<file path="src/design/modem_power_sequencer_defines.svh">
// Assertion macros for the modem power sequencer.
// Included by modem_power_sequencer.sv; relies on ports clk and rst_n in scope.
`ifndef MODEM_POWER_SEQUENCER_DEFINES_SVH
`define MODEM_POWER_SEQUENCER_DEFINES_SVH

`ifndef SYNTH
`define MPS_ASSERT(label, ante, cons) \
  label: assert property (@(posedge clk) disable iff (!rst_n) (ante) |-> (cons)) \
    else $error("modem_power_sequencer: same-cycle check failed");
`define MPS_ASSERT_NEXT(label, ante, cons) \
  label: assert property (@(posedge clk) disable iff (!rst_n) (ante) |=> (cons)) \
    else $error("modem_power_sequencer: next-cycle check failed");
`else
`define MPS_ASSERT(label, ante, cons)
`define MPS_ASSERT_NEXT(label, ante, cons)
`endif

`endif

</file>
<file path="src/design/mps_pkg.sv">
// Types, codes and defaults shared by the modem power sequencer modules.
// No dependencies.
package mps_pkg;

  localparam int LEVEL_W = 12;
  localparam int WIDTH_W = 16;
  localparam int TIME_W  = 32;
  localparam int SEQ_W   = 16;
  localparam int CFG_IDX_W  = 4;
  localparam int CFG_DATA_W = 16;

  localparam int EMERGENCY_ARM_MS_DEF   = 5000;
  localparam int EMERGENCY_PULSE_MS_DEF = 200;
  localparam int STATUS_BITS_DEF        = 12;

  typedef enum logic [3:0] {
    OP_TICK     = 4'd0,
    OP_RAIL_ON  = 4'd1,
    OP_RAIL_OFF = 4'd2,
    OP_BOOT     = 4'd3,
    OP_HW_OFF   = 4'd4,
    OP_ARM      = 4'd5,
    OP_FIRE     = 4'd6,
    OP_SLEEP    = 4'd7,
    OP_ABORT    = 4'd8
  } op_t;

  typedef enum logic [3:0] {
    RC_OK       = 4'd0,
    RC_STATE    = 4'd1,
    RC_RANGE    = 4'd2,
    RC_PG       = 4'd3,
    RC_STATUS   = 4'd4,
    RC_THRESH   = 4'd5,
    RC_HIGH     = 4'd6,
    RC_UNSTABLE = 4'd7,
    RC_NOTARMED = 4'd8
  } rc_t;

  typedef enum logic [1:0] {
    PK_NONE  = 2'd0,
    PK_BOOT  = 2'd1,
    PK_HWOFF = 2'd2,
    PK_EMERG = 2'd3
  } pk_t;

  typedef enum logic [CFG_IDX_W-1:0] {
    REG_OFF_THRESHOLD    = 4'd0,
    REG_THRESHOLD_ENABLE = 4'd1,
    REG_OFF_STABLE_MS    = 4'd2,
    REG_SAMPLE_GAP_MS    = 4'd3,
    REG_BOOT_WIDTH_MIN   = 4'd4,
    REG_BOOT_WIDTH_MAX   = 4'd5,
    REG_HW_OFF_WIDTH_MIN = 4'd6,
    REG_HW_OFF_WIDTH_MAX = 4'd7
  } reg_idx_t;

  typedef struct packed {
    logic [3:0]         op;
    logic [TIME_W-1:0]  now_ms;
    logic               supply_ok;
    logic               stat_new;
    logic               stat_ok;
    logic [LEVEL_W-1:0] status_level;
    logic [WIDTH_W-1:0] pulse_ms;
    logic               option_bit;
  } in_t;

  typedef struct packed {
    logic [3:0]       result_code;
    logic             rail_on;
    logic             pwm_forced;
    logic             sleep_allowed;
    logic             on_off_pin;
    logic             emergency_pin;
    logic             uart_allowed;
    logic [1:0]       active_pulse;
    logic [SEQ_W-1:0] pulse_count;
    logic             low_stable;
  } out_t;

  typedef struct packed {
    logic [LEVEL_W-1:0] off_threshold;
    logic               threshold_enabled;
    logic [15:0]        off_stable_ms;
    logic [15:0]        sample_gap_ms;
    logic [15:0]        boot_width_min;
    logic [15:0]        boot_width_max;
    logic [15:0]        hw_off_width_min;
    logic [15:0]        hw_off_width_max;
  } cfg_t;

  localparam cfg_t CFG_RESET = '{
    off_threshold:     12'd0,
    threshold_enabled: 1'b0,
    off_stable_ms:     16'd1000,
    sample_gap_ms:     16'd500,
    boot_width_min:    16'd100,
    boot_width_max:    16'd5000,
    hw_off_width_min:  16'd2000,
    hw_off_width_max:  16'd10000
  };

  typedef struct packed {
    logic              rail_state;
    logic              pwm_state;
    logic              sleep_state;
    logic              boot_tried;
    pk_t               pulse_kind;
    logic [TIME_W-1:0] pulse_end;
    logic              armed;
    logic [TIME_W-1:0] arm_end;
    logic              low_tracking;
    logic              low_stable_flag;
    logic [TIME_W-1:0] low_since;
    logic [TIME_W-1:0] last_sample;
    logic [SEQ_W-1:0]  pulse_seq;
  } st_t;

  // Clears the stable-low tracker.
  function automatic st_t drop_trk(st_t s);
    st_t r;
    r = s;
    r.low_tracking    = 1'b0;
    r.low_stable_flag = 1'b0;
    r.low_since       = '0;
    r.last_sample     = '0;
    return r;
  endfunction

  // Clears any pulse and the emergency arm window.
  function automatic st_t drop_trans(st_t s);
    st_t r;
    r = s;
    r.pulse_kind = PK_NONE;
    r.pulse_end  = '0;
    r.armed      = 1'b0;
    r.arm_end    = '0;
    return r;
  endfunction

  // A deadline is reached once the wrapping difference is not negative.
  function automatic logic reached(logic [TIME_W-1:0] now, logic [TIME_W-1:0] dl);
    logic [TIME_W-1:0] d;
    d = now - dl;
    return ~d[TIME_W-1];
  endfunction

endpackage

</file>
<file path="src/design/modem_power_sequencer.sv">
// Modem supply power sequencer: input register, sequencer core, result register.
// Depends on mps_pkg, mps_cfg_regs, mps_core and modem_power_sequencer_defines.svh.
//
// Usage: each command item enters on in_valid/in_data and is transferred when
// in_stall is low. Every item yields exactly one result on out_valid/out_data,
// transferred when out_stall is low. Configuration registers are written on
// cfg_valid/cfg_index/cfg_data; cfg_ready is always high. Writes must be made
// only while no item is in flight, which the block itself does not enforce.
// Writing any known register restarts the stable-low tracker; unknown indexes
// are ignored.
// Flow: an item taken into the input register passes through the core into the
// result register once that slot is free, and its result is then on out_valid.
// Throughput is one item per cycle unless the receiver stalls; the rate is set
// by the single-pass state update in the core, whose longest path is a 32-bit
// add followed by a 32-bit subtract for the stable-low deadline.
// Reset (rst_n low, synchronous) empties both registers, clears all
// sequencer state and loads the default configuration.
// When the receiver stalls, the result register holds; the input register
// holds its item and in_stall rises until the result register frees.
`include "modem_power_sequencer_defines.svh"

module modem_power_sequencer #(
  parameter int EMERGENCY_ARM_MS   = mps_pkg::EMERGENCY_ARM_MS_DEF,
  parameter int EMERGENCY_PULSE_MS = mps_pkg::EMERGENCY_PULSE_MS_DEF,
  parameter int STATUS_BITS        = mps_pkg::STATUS_BITS_DEF
) (
  input  logic                           clk,
  input  logic                           rst_n,
  input  logic                           in_valid,
  output logic                           in_stall,
  input  mps_pkg::in_t                   in_data,
  output logic                           out_valid,
  input  logic                           out_stall,
  output mps_pkg::out_t                  out_data,
  input  logic                           cfg_valid,
  output logic                           cfg_ready,
  input  logic [mps_pkg::CFG_IDX_W-1:0]  cfg_index,
  input  logic [mps_pkg::CFG_DATA_W-1:0] cfg_data
);

  mps_pkg::cfg_t cfg;
  logic          trk_clr;
  logic          s1_v_r;
  mps_pkg::in_t  s1_r;
  logic          adv;
  mps_pkg::out_t result;
  logic          out_valid_r;
  mps_pkg::out_t out_data_r;

  mps_cfg_regs u_cfg (
    .clk       (clk),
    .rst_n     (rst_n),
    .cfg_valid (cfg_valid),
    .cfg_ready (cfg_ready),
    .cfg_index (cfg_index),
    .cfg_data  (cfg_data),
    .cfg       (cfg),
    .trk_clr   (trk_clr)
  );

  mps_core #(
    .EMERGENCY_ARM_MS   (EMERGENCY_ARM_MS),
    .EMERGENCY_PULSE_MS (EMERGENCY_PULSE_MS),
    .STATUS_BITS        (STATUS_BITS)
  ) u_core (
    .clk     (clk),
    .rst_n   (rst_n),
    .cfg     (cfg),
    .trk_clr (trk_clr),
    .step    (adv),
    .item    (s1_r),
    .result  (result)
  );

  // The held item moves into the result register whenever that slot is free
  // or being emptied in the same cycle.
  assign adv      = s1_v_r && (!out_valid_r || !out_stall);
  assign in_stall = s1_v_r && !adv;

  always_ff @(posedge clk) begin
    if (!rst_n) begin
      s1_v_r <= 1'b0;
    end else if (!in_stall) begin
      s1_v_r <= in_valid;
    end
  end

  always_ff @(posedge clk) begin
    if (in_valid && !in_stall) begin
      s1_r <= in_data;
    end
  end

  always_ff @(posedge clk) begin
    if (!rst_n) begin
      out_valid_r <= 1'b0;
    end else if (adv) begin
      out_valid_r <= 1'b1;
    end else if (!out_stall) begin
      out_valid_r <= 1'b0;
    end
  end

  always_ff @(posedge clk) begin
    if (adv) begin
      out_data_r <= result;
    end
  end

  assign out_valid = out_valid_r;
  assign out_data  = out_data_r;

  `MPS_ASSERT(a_pins_exclusive, out_valid, !(out_data.on_off_pin && out_data.emergency_pin))
  `MPS_ASSERT(a_uart_needs_rail, out_valid && out_data.uart_allowed,
              out_data.rail_on && out_data.active_pulse == mps_pkg::PK_NONE)
  `MPS_ASSERT(a_rail_off_clean, out_valid && !out_data.rail_on,
              !out_data.pwm_forced && !out_data.sleep_allowed &&
              out_data.active_pulse == mps_pkg::PK_NONE)
  `MPS_ASSERT(a_pulse_counted, out_valid && out_data.active_pulse != mps_pkg::PK_NONE,
              out_data.pulse_count != '0)
  `MPS_ASSERT_NEXT(a_stall_holds_item, in_stall, s1_v_r)

endmodule

</file>
<file path="src/design/mps_cfg_regs.sv">
// Configuration register file of the modem power sequencer.
// Depends on mps_pkg for the register layout, indexes and reset values.
module mps_cfg_regs (
  input  logic                            clk,
  input  logic                            rst_n,
  input  logic                            cfg_valid,
  output logic                            cfg_ready,
  input  logic [mps_pkg::CFG_IDX_W-1:0]   cfg_index,
  input  logic [mps_pkg::CFG_DATA_W-1:0]  cfg_data,
  output mps_pkg::cfg_t                   cfg,
  output logic                            trk_clr
);

  mps_pkg::cfg_t cfg_r;
  mps_pkg::cfg_t cfg_nxt;
  logic          hit;

  assign cfg_ready = 1'b1;

  always_comb begin
    cfg_nxt = cfg_r;
    hit     = 1'b1;
    case (cfg_index)
      mps_pkg::REG_OFF_THRESHOLD:    cfg_nxt.off_threshold     = cfg_data[mps_pkg::LEVEL_W-1:0];
      mps_pkg::REG_THRESHOLD_ENABLE: cfg_nxt.threshold_enabled = cfg_data[0];
      mps_pkg::REG_OFF_STABLE_MS:    cfg_nxt.off_stable_ms     = cfg_data;
      mps_pkg::REG_SAMPLE_GAP_MS:    cfg_nxt.sample_gap_ms     = cfg_data;
      mps_pkg::REG_BOOT_WIDTH_MIN:   cfg_nxt.boot_width_min    = cfg_data;
      mps_pkg::REG_BOOT_WIDTH_MAX:   cfg_nxt.boot_width_max    = cfg_data;
      mps_pkg::REG_HW_OFF_WIDTH_MIN: cfg_nxt.hw_off_width_min  = cfg_data;
      mps_pkg::REG_HW_OFF_WIDTH_MAX: cfg_nxt.hw_off_width_max  = cfg_data;
      default:                       hit = 1'b0;
    endcase
  end

  // Any write to a known register restarts the stable-low tracker.
  assign trk_clr = cfg_valid && cfg_ready && hit;

  always_ff @(posedge clk) begin
    if (!rst_n) begin
      cfg_r <= mps_pkg::CFG_RESET;
    end else if (trk_clr) begin
      cfg_r <= cfg_nxt;
    end
  end

  assign cfg = cfg_r;

endmodule

</file>
<file path="src/design/mps_core.sv">
// Sequencer state and the single-pass next-state and result logic.
// Depends on mps_pkg for item, result, config and state types.
module mps_core #(
  parameter int EMERGENCY_ARM_MS   = mps_pkg::EMERGENCY_ARM_MS_DEF,
  parameter int EMERGENCY_PULSE_MS = mps_pkg::EMERGENCY_PULSE_MS_DEF,
  parameter int STATUS_BITS        = mps_pkg::STATUS_BITS_DEF
) (
  input  logic          clk,
  input  logic          rst_n,
  input  mps_pkg::cfg_t cfg,
  input  logic          trk_clr,
  input  logic          step,
  input  mps_pkg::in_t  item,
  output mps_pkg::out_t result
);

  localparam logic [31:0] SMASK32 = (32'd1 << STATUS_BITS) - 32'd1;
  localparam logic [mps_pkg::LEVEL_W-1:0] SMASK = SMASK32[mps_pkg::LEVEL_W-1:0];

  mps_pkg::st_t st_r;
  mps_pkg::st_t st_nxt;
  mps_pkg::rc_t rc;
  mps_pkg::pk_t start_kind;
  logic [mps_pkg::WIDTH_W-1:0] start_width;
  logic         start_req;
  logic         lvl_high;
  logic         gap;
  logic         stable_due;
  logic         arm_due;
  logic         pulse_due;
  logic         boot_ok;
  logic         hw_ok;
  logic         pulse_free;
  logic [mps_pkg::SEQ_W-1:0] seq_inc;

  always_comb begin
    st_nxt      = st_r;
    rc          = mps_pkg::RC_OK;
    start_req   = 1'b0;
    start_kind  = mps_pkg::PK_NONE;
    start_width = item.pulse_ms;

    lvl_high   = (item.status_level & SMASK) > (cfg.off_threshold & SMASK);
    gap        = st_r.low_tracking &&
                 ((item.now_ms - st_r.last_sample) > {16'd0, cfg.sample_gap_ms});
    stable_due = mps_pkg::reached(item.now_ms, st_r.low_since + {16'd0, cfg.off_stable_ms});
    arm_due    = mps_pkg::reached(item.now_ms, st_r.arm_end);
    pulse_due  = mps_pkg::reached(item.now_ms, st_r.pulse_end);
    boot_ok    = (item.pulse_ms >= cfg.boot_width_min) && (item.pulse_ms <= cfg.boot_width_max);
    hw_ok      = (item.pulse_ms >= cfg.hw_off_width_min) &&
                 (item.pulse_ms <= cfg.hw_off_width_max);
    pulse_free = st_r.rail_state && (st_r.pulse_kind == mps_pkg::PK_NONE);
    seq_inc    = st_r.pulse_seq + 1'b1;
    if (seq_inc == '0) begin
      seq_inc = {{(mps_pkg::SEQ_W-1){1'b0}}, 1'b1};
    end

    case (item.op)
      mps_pkg::OP_TICK: begin
        if (!st_r.rail_state) begin
          st_nxt.pwm_state   = 1'b0;
          st_nxt.sleep_state = 1'b0;
          st_nxt.boot_tried  = 1'b0;
          st_nxt = mps_pkg::drop_trans(mps_pkg::drop_trk(st_nxt));
        end else begin
          if (st_r.pulse_kind != mps_pkg::PK_NONE || !cfg.threshold_enabled || gap) begin
            st_nxt = mps_pkg::drop_trk(st_nxt);
          end
          if (item.stat_new) begin
            if (!item.stat_ok || lvl_high || st_r.pulse_kind != mps_pkg::PK_NONE ||
                !cfg.threshold_enabled) begin
              st_nxt = mps_pkg::drop_trk(st_nxt);
            end else if (!st_nxt.low_tracking) begin
              st_nxt.low_tracking    = 1'b1;
              st_nxt.low_stable_flag = 1'b0;
              st_nxt.low_since       = item.now_ms;
              st_nxt.last_sample     = item.now_ms;
            end else begin
              // Tracking survived this tick, so low_since is still the stored value.
              if (stable_due) begin
                st_nxt.low_stable_flag = 1'b1;
              end
              st_nxt.last_sample = item.now_ms;
            end
          end
          if (st_r.pulse_kind != mps_pkg::PK_NONE && (!item.supply_ok || pulse_due)) begin
            if (!item.supply_ok && st_r.pulse_kind == mps_pkg::PK_BOOT) begin
              st_nxt.boot_tried = 1'b0;
            end
            st_nxt.pulse_kind = mps_pkg::PK_NONE;
            st_nxt.pulse_end  = '0;
          end
          if (!item.supply_ok) begin
            st_nxt.boot_tried  = 1'b0;
            st_nxt.sleep_state = 1'b0;
            st_nxt.armed       = 1'b0;
            st_nxt.arm_end     = '0;
          end
          if (st_nxt.armed && arm_due) begin
            st_nxt.armed   = 1'b0;
            st_nxt.arm_end = '0;
          end
        end
      end
      mps_pkg::OP_RAIL_ON: begin
        if (st_r.rail_state) begin
          rc = mps_pkg::RC_STATE;
        end else begin
          st_nxt = mps_pkg::drop_trk(mps_pkg::drop_trans(st_nxt));
          st_nxt.rail_state  = 1'b1;
          st_nxt.pwm_state   = item.option_bit;
          st_nxt.sleep_state = 1'b0;
          st_nxt.boot_tried  = 1'b0;
        end
      end
      mps_pkg::OP_RAIL_OFF: begin
        if (!pulse_free) begin
          rc = mps_pkg::RC_STATE;
        end else if (!cfg.threshold_enabled) begin
          rc = mps_pkg::RC_THRESH;
        end else if (!item.stat_ok) begin
          rc = mps_pkg::RC_STATUS;
        end else if (lvl_high) begin
          rc = mps_pkg::RC_HIGH;
        end else if (!st_r.low_stable_flag) begin
          rc = mps_pkg::RC_UNSTABLE;
        end else begin
          st_nxt = mps_pkg::drop_trk(mps_pkg::drop_trans(st_nxt));
          st_nxt.rail_state  = 1'b0;
          st_nxt.pwm_state   = 1'b0;
          st_nxt.sleep_state = 1'b0;
          st_nxt.boot_tried  = 1'b0;
        end
      end
      mps_pkg::OP_BOOT: begin
        if (!boot_ok) begin
          rc = mps_pkg::RC_RANGE;
        end else begin
          start_req  = 1'b1;
          start_kind = mps_pkg::PK_BOOT;
        end
      end
      mps_pkg::OP_HW_OFF: begin
        // The width window is checked ahead of any state condition.
        if (!hw_ok) begin
          rc = mps_pkg::RC_RANGE;
        end else if (!st_r.boot_tried) begin
          rc = mps_pkg::RC_STATE;
        end else begin
          start_req  = 1'b1;
          start_kind = mps_pkg::PK_HWOFF;
        end
      end
      mps_pkg::OP_ARM: begin
        if (!pulse_free || !st_r.boot_tried) begin
          rc = mps_pkg::RC_STATE;
        end else if (!item.supply_ok) begin
          rc = mps_pkg::RC_PG;
        end else begin
          st_nxt.armed   = 1'b1;
          st_nxt.arm_end = item.now_ms + 32'(EMERGENCY_ARM_MS);
        end
      end
      mps_pkg::OP_FIRE: begin
        if (!st_r.armed || arm_due) begin
          rc = mps_pkg::RC_NOTARMED;
        end else begin
          // The arm is spent even if the pulse is then refused.
          st_nxt.armed   = 1'b0;
          st_nxt.arm_end = '0;
          start_req   = 1'b1;
          start_kind  = mps_pkg::PK_EMERG;
          start_width = mps_pkg::WIDTH_W'(EMERGENCY_PULSE_MS);
        end
      end
      mps_pkg::OP_SLEEP: begin
        if (!item.option_bit) begin
          st_nxt.sleep_state = 1'b0;
        end else if (!pulse_free) begin
          rc = mps_pkg::RC_STATE;
        end else if (!item.supply_ok) begin
          rc = mps_pkg::RC_PG;
        end else begin
          st_nxt.sleep_state = 1'b1;
        end
      end
      mps_pkg::OP_ABORT: begin
        if (st_r.pulse_kind == mps_pkg::PK_BOOT) begin
          st_nxt.boot_tried = 1'b0;
        end
        st_nxt = mps_pkg::drop_trans(st_nxt);
      end
      default: begin
        rc = mps_pkg::RC_STATE;
      end
    endcase

    if (start_req) begin
      if (!pulse_free) begin
        rc = mps_pkg::RC_STATE;
      end else if (!item.supply_ok) begin
        rc = mps_pkg::RC_PG;
      end else begin
        st_nxt = mps_pkg::drop_trk(st_nxt);
        st_nxt.sleep_state = 1'b0;
        st_nxt.armed       = 1'b0;
        st_nxt.arm_end     = '0;
        st_nxt.pulse_kind  = start_kind;
        st_nxt.pulse_end   = item.now_ms + {16'd0, start_width};
        st_nxt.pulse_seq   = seq_inc;
        if (start_kind == mps_pkg::PK_BOOT) begin
          st_nxt.boot_tried = 1'b1;
        end
      end
    end

    result.result_code   = rc;
    result.rail_on       = st_nxt.rail_state;
    result.pwm_forced    = st_nxt.pwm_state;
    result.sleep_allowed = st_nxt.sleep_state;
    result.on_off_pin    = (st_nxt.pulse_kind == mps_pkg::PK_BOOT) ||
                           (st_nxt.pulse_kind == mps_pkg::PK_HWOFF);
    result.emergency_pin = (st_nxt.pulse_kind == mps_pkg::PK_EMERG);
    result.uart_allowed  = st_nxt.rail_state && item.supply_ok &&
                           (st_nxt.pulse_kind == mps_pkg::PK_NONE);
    result.active_pulse  = st_nxt.pulse_kind;
    result.pulse_count   = st_nxt.pulse_seq;
    result.low_stable    = st_nxt.low_stable_flag;
  end

  always_ff @(posedge clk) begin
    if (!rst_n) begin
      st_r <= '0;
    end else if (step) begin
      st_r <= st_nxt;
    end else if (trk_clr) begin
      st_r <= mps_pkg::drop_trk(st_r);
    end
  end

endmodule

</file>
<file path="config.mk">
export PLATFORM = sky130hd
export DESIGN_NAME = modem_power_sequencer
export DESIGN_NICKNAME = d
export VERILOG_FILES = /design/src/design/mps_pkg.sv /design/src/design/modem_power_sequencer.sv /design/src/design/mps_cfg_regs.sv /design/src/design/mps_core.sv
export VERILOG_INCLUDE_DIRS = /design/src /design/src/design
export SDC_FILE = /design/constraint.sdc
export NUM_CORES = 1
export LEC_CHECK = 0
export BUFFER_PORTS_ARGS = -buffer_cell sky130_fd_sc_hd__buf_4
export CAP_MARGIN = 20
export CORE_UTILIZATION = 67
export DETAILED_ROUTE_END_ITERATION = 6
export PLACE_DENSITY = 0.84
export SYNTH_ARGS = -nofsm -noshare
export SYNTH_HDL_FRONTEND = slang
export SYNTH_SLANG_ARGS = --single-unit
</file>
<file path="constraint.sdc">
create_clock -name clk -period 11.2 [get_ports clk]
set_input_delay 3.36 -clock clk [delete_from_list [all_inputs] [get_ports clk]]
set_output_delay 3.36 -clock clk [all_outputs]
set_load 0.01 [all_outputs]
</file>
# Word level (Yosys, flattened, before mapping)

Index checks and enable logic that the tools add are counted.

Flip-flop bits (word level): 361
Input port bits: 93

Add/subtract/negate cells: 8
Magnitude comparators: 6
Equal/unequal tests: 21
Muxes and demuxes: 74
Bitwise operators: 2
Reductions and logical operators: 50

Operators by type and width:

| operator                                             | number |
|---|---|
| two-way mux 153 bit                                  | 9 |
| two-way mux 151 bit                                  | 3 |
| two-way mux 82 bit                                   | 3 |
| one-hot mux 82 bit (3 select lines)                  | 1 |
| two-way mux 33 bit                                   | 7 |
| one-hot mux 33 bit (6 select lines)                  | 1 |
| two-way mux 152 bit                                  | 1 |
| one-hot mux 35 bit (4 select lines)                  | 1 |
| subtractor 32 bit                                    | 4 |
| two-way mux 66 bit                                   | 1 |
| adder 32 x 16 -> 32 bit                              | 2 |
| two-way mux 16 bit                                   | 3 |
| two-way mux 4 bit                                    | 11 |
| two-way mux 35 bit                                   | 1 |
| adder 32 x 13 -> 32 bit (second input constant)      | 1 |
| equality test 4 x 3 -> 1 bit (second input constant) | 8 |
| >= comparator 16 bit                                 | 2 |
| > comparator 32 x 16 -> 1 bit                        | 1 |
| <= comparator 16 bit                                 | 2 |
| two-way mux 32 bit                                   | 1 |
| one-hot mux 4 bit (8 select lines)                   | 1 |
| two-way mux 1 bit                                    | 18 |
| adder 16 x 1 -> 16 bit (second input constant)       | 1 |
| equality test 4 x 2 -> 1 bit (second input constant) | 4 |
| other kinds (22)                                     | 74 |

# Longest topological paths before layout

Word-level depth: 20
Gate-level depth with buffers: 24
Mapped depth without buffers: 23

# Modules after synthesis

A second synthesis with hierarchy kept.

Cells, all modules: 2400
Area, all modules: 22285.1 um2

Modules (own cells, without submodules):

| module                | instances | cells each | area each (um2) |
|---|---|---|---|
| mps_core              | 1         | 1877       | 15088.2 |
| mps_cfg_regs          | 1         | 418        | 4200.3 |
| modem_power_sequencer | 1         | 105        | 2996.6 |

# Least setup slack after synthesis

Ideal clock, no wire load.

Path kind: input-to-reg
Start point: in out_stall
End point: reg s1_r[0] in the netlist's numbering (enable)
Data arrival time: 6.622 ns
Required time: 10.698 ns
Path slack: 4.076 ns
Stages: 2
Buffers on the path: 0
Cell sequence: and3_1 -> nor2b_1

Word-level cells in the longest chain between the ends: 7

Ends and longest elaborated chain:

| what                   | line                        | text |
|---|---|---|
| start: declaration     | modem_power_sequencer.sv:33 | `input logic out_stall,` |
| logical NOT 1 bit      | -                           |  |
| logical OR 1 bit       | modem_power_sequencer.sv:77 | `assign adv = s1_v_r && (!out_valid_r \|\| !out_stall);` |
| logical AND 1 bit      | modem_power_sequencer.sv:77 |  |
| logical NOT 1 bit      | modem_power_sequencer.sv:78 | `assign in_stall = s1_v_r && !adv;` |
| logical AND 1 bit      | modem_power_sequencer.sv:78 |  |
| logical NOT 1 bit      | modem_power_sequencer.sv:89 | `if (in_valid && !in_stall) begin` |
| logical AND 1 bit      | modem_power_sequencer.sv:89 |  |
| end signal: assignment | modem_power_sequencer.sv:90 | `s1_r <= in_data;` |
| end: declaration       | modem_power_sequencer.sv:44 | `mps_pkg::in_t s1_r;` |

Every way passes these cells.
A chain may end at the register's enable or synchronous reset.

# Worst setup path after layout

Start point: in out_stall
End point: out in_stall

Word-level cells in the longest chain between the ends: 5

Ends and longest elaborated chain:

| what              | line                        | text |
|---|---|---|
| logical NOT 1 bit | -                           |  |
| logical OR 1 bit  | modem_power_sequencer.sv:77 |  |
| logical AND 1 bit | modem_power_sequencer.sv:77 |  |
| logical NOT 1 bit | modem_power_sequencer.sv:78 |  |
| logical AND 1 bit | modem_power_sequencer.sv:78 |  |
| end: declaration  | modem_power_sequencer.sv:30 | `output logic in_stall,` |

Every way passes these cells.

==> impl_metrics.yaml <==
clocking:
  cts_buffers: 39
  clkTransAtPathRegs_ps: 50
  htreeDepth: 2
  ctsHoldBuffers: 0
  tritoncts: "done"
  postCtsResizedCells: 0
  postCtsSetupBuffers: 0
  clkLatencyLatePin_ps: 560
  cts_buffer_depth: 3
  root_buffer: "clkbuf_16"
  cts_sinks: 361
job:
  max_cap_violations: 0
min_path:
  hold_start: "u_cfg.cfg[60]"
  hold_path.class: "register to register"
  whs_path_depth: 2
  min_to: "u_cfg.cfg[60]"
global_route:
  grt_pass1_wl_um: 94400
  antenna_found_initial: 0
  grt_pass1_vias: 18698
  grt_max_degree: 103
  grt_usage_pct: 35.3
  met1_usage_pct: 45.2
  gr-max-usage-layer: "met2"
  grt_util_met3_pct: 4.46
  met2_usage_pct: 59.2
  grt-ovfl-total: 0
sta:
  hold_viol: 0
  rsz0062_at_grt: "no"
  slew_headroom_pct: 29.4
  drv_slew: 0
  final-setup-viol-count: 0
  min_period_ps: 7220
  worstMarginPinSlew_ps: 1060
  finalCritPeriodShare_pct: 64.5
  finalClockSkew_ps: 29.1
  finalWorstSetupSlack_ps: 3980
  fin_setup_tns_ps: 0
  max_freq_mhz: 138
die:
  start_util_pct: 68.1
  ios: 125
  die_w_um: 184
  rows: 66
  fp.dieH_um: 184
  core-area_um2: 32500
  dieArea_um2: 33700
worst_setup_path:
  worstSetupPathType: "primary input to output pin"
  crit_arrival_ps: 3860
  r2r_slack_ps: 4890
  path_max_fanout: 3
  r2r_cells: 20
  critical_path_required_ps: 7840
  end_kind: "output pin"
  critPathLaunchType: "primary input"
  r2r_start: "s1_r[37]"
  timing.rr.end: "u_core.st_r[145]"
synthesis:
  yosys.area.top_type_share_pct: 23.9
  ys_async_sr_fraction_pct: 0
  yosysTopAreaCell: "dfxtp_1"
  synth_commonest_cells: "nand2_1, inv_1, dfxtp_1"
  synth_nets: 2868
  synthCells: 2509
  synth_edf_count: 97
  synth_seq_cells: 361
  ys_warn_count: 0
  ys.flop_type: "dfxtp_1"
  synth_area_per_cell_um2: 8.81
  synth_most_common_cell: "nand2_1"
  synth_seq_area_share_pct: 37.1
  synthDistinctLibCells: 93
  synth.area.top_cells: "dfxtp_1, ha_1, edfxtp_1"
  netlist_area_um2: 22100
power:
  peakVddDrop_mv: 0.162
  power.density_nw_per_um2: 128
  power_leakage_nw: 9.73
placement:
  placed_cells: 2988
  post-place-ws_ps: 3980
  dp_hpwl_um: 42000
  io_buffers: 123
  place.gp.congestion: 0.960
route:
  first_pass_iters: 5
  vias_per_cell: 6.18
  drtAntennaViolNets: 0
  routed_wl_um: 59400
  drc: 0
  wl_per_cell_um: 19.4
  num_vias: 18938
  dr.first_iter.drc_count: 1656
layout:
  nNetsFinal: 2949
  antenna_cells: 0
  finalNonFillerCells: 3062
  area_growth_pct: 11.9
  drive_gt1_share_pct: 9.85
  fin_util_pct: 76.2
status:
  status: "complete, no violations"
-- final cells by class --
type                    count  area [µm²]
clock buffers              57        1150
clock inverters            14         214
fillers                  2334        7730
inverters                 286        1070
multi-input cells        1754       12400
flip-flops and latches    361        8200
well taps                 442         553
repair buffers            148        1150
-- power by group --
group          switching [mW]  internal, mW  leakage, nW
sequential             0.0407          1.37         3.06
combinational           0.235         0.160         5.99
clock                   0.547         0.813        0.671
total                   0.822          2.34         9.73
-- flip-flops by register name (all words and copies together) (netlist names) --
signal and flops:
out_data 29, s1_v_r 1, s1_r 68, u_core.st_r 153, u_cfg.cfg 109, out_valid 1
-- worst max-delay path by stage --
| stage | startpoint | endpoint | slack [ps] |
|---|---|---|---|
| 2_1_floorplan | out_stall | s1_r[0] | 4080 |
| 3_3_place_gp | out_stall | in_stall | 3990 |
| 3_5_place_dp | out_stall | in_stall | 3980 |
| 4_1_cts | out_stall | in_stall | 3970 |
| 5_1_grt | out_stall | in_stall | 3960 |
| 6_report | out_stall | in_stall | 3980 |
-- layout by cell type, fill, tap and decap left out, types with 12 or more instances in the layout --
cell,netlist,layout
nor2_1,111,110
o211ai_1,44,44
inv_1,286,285
nand2_1,321,321
o2bb2ai_1,39,39
a21oi_1,212,212
fa_1,16,16
a21o_1,30,30
nand2b_1,27,27
xor2_1,17,17
xnor2_1,73,73
nor3_1,35,33
o21ai_1,12,12
and3_1,33,33
edfxtp_1,97,97
nand3_1,55,55
buf_4,3,143
and2_1,23,23
o21a_1,16,16
clkbuf_16,0,39
ha_1,250,250
dfxtp_1,264,264
o21ai_0,72,72
or3_1,12,12
nor2b_1,18,17
nand4_1,45,45
a31oi_1,16,16
a22o_1,89,89
a211oi_1,19,19
-- metrics by stage --
| stage | cell area [µm²] | hold slack, ps | power [mW] |
|---|---|---|---|
| 2_1_floorplan | 22100 | 432 | 1.68 |
| 3_3_place_gp | 23300 | 442 | 1.80 |
| 3_5_place_dp | 23300 | 447 | 1.82 |
| 4_1_cts | 24700 | 455 | 3.16 |
| 5_1_grt | 24700 | 468 | 3.27 |
| 6_report | 24700 | 455 | 3.16 |
-- critical path: stages --
cell and delay [ps]:
buf_4 120, and3_1 230, buf_4 160
-- cells by family (layout without fill, tap and decap cells) --
| logic type | after synthesis | after routing | synth area share, % |
|---|---|---|---|
| buffers and inverters | 394 | 505 | 7.06 |
| and+or+nand+nor | 734 | 734 | 15.9 |
| adders and majority gates | 267 | 267 | 15.7 |
| DFF | 361 | 361 | 37.1 |
| other | 1 | 1 | 0.0170 |
| xor gates and xnor gates | 90 | 90 | 3.57 |
| muxes | 9 | 9 | 0.425 |
| AOI/OAI and AO/OA | 653 | 653 | 20.3 |
-- routing by layer --
metal  part of all wire [%]  up-vias
met2                     47      717
met5                      0        -
li1                       -     9068
met4                    3.8        0
met3                    6.4      135
met1                     42     9018
Power figures use the tool's default switching activity.
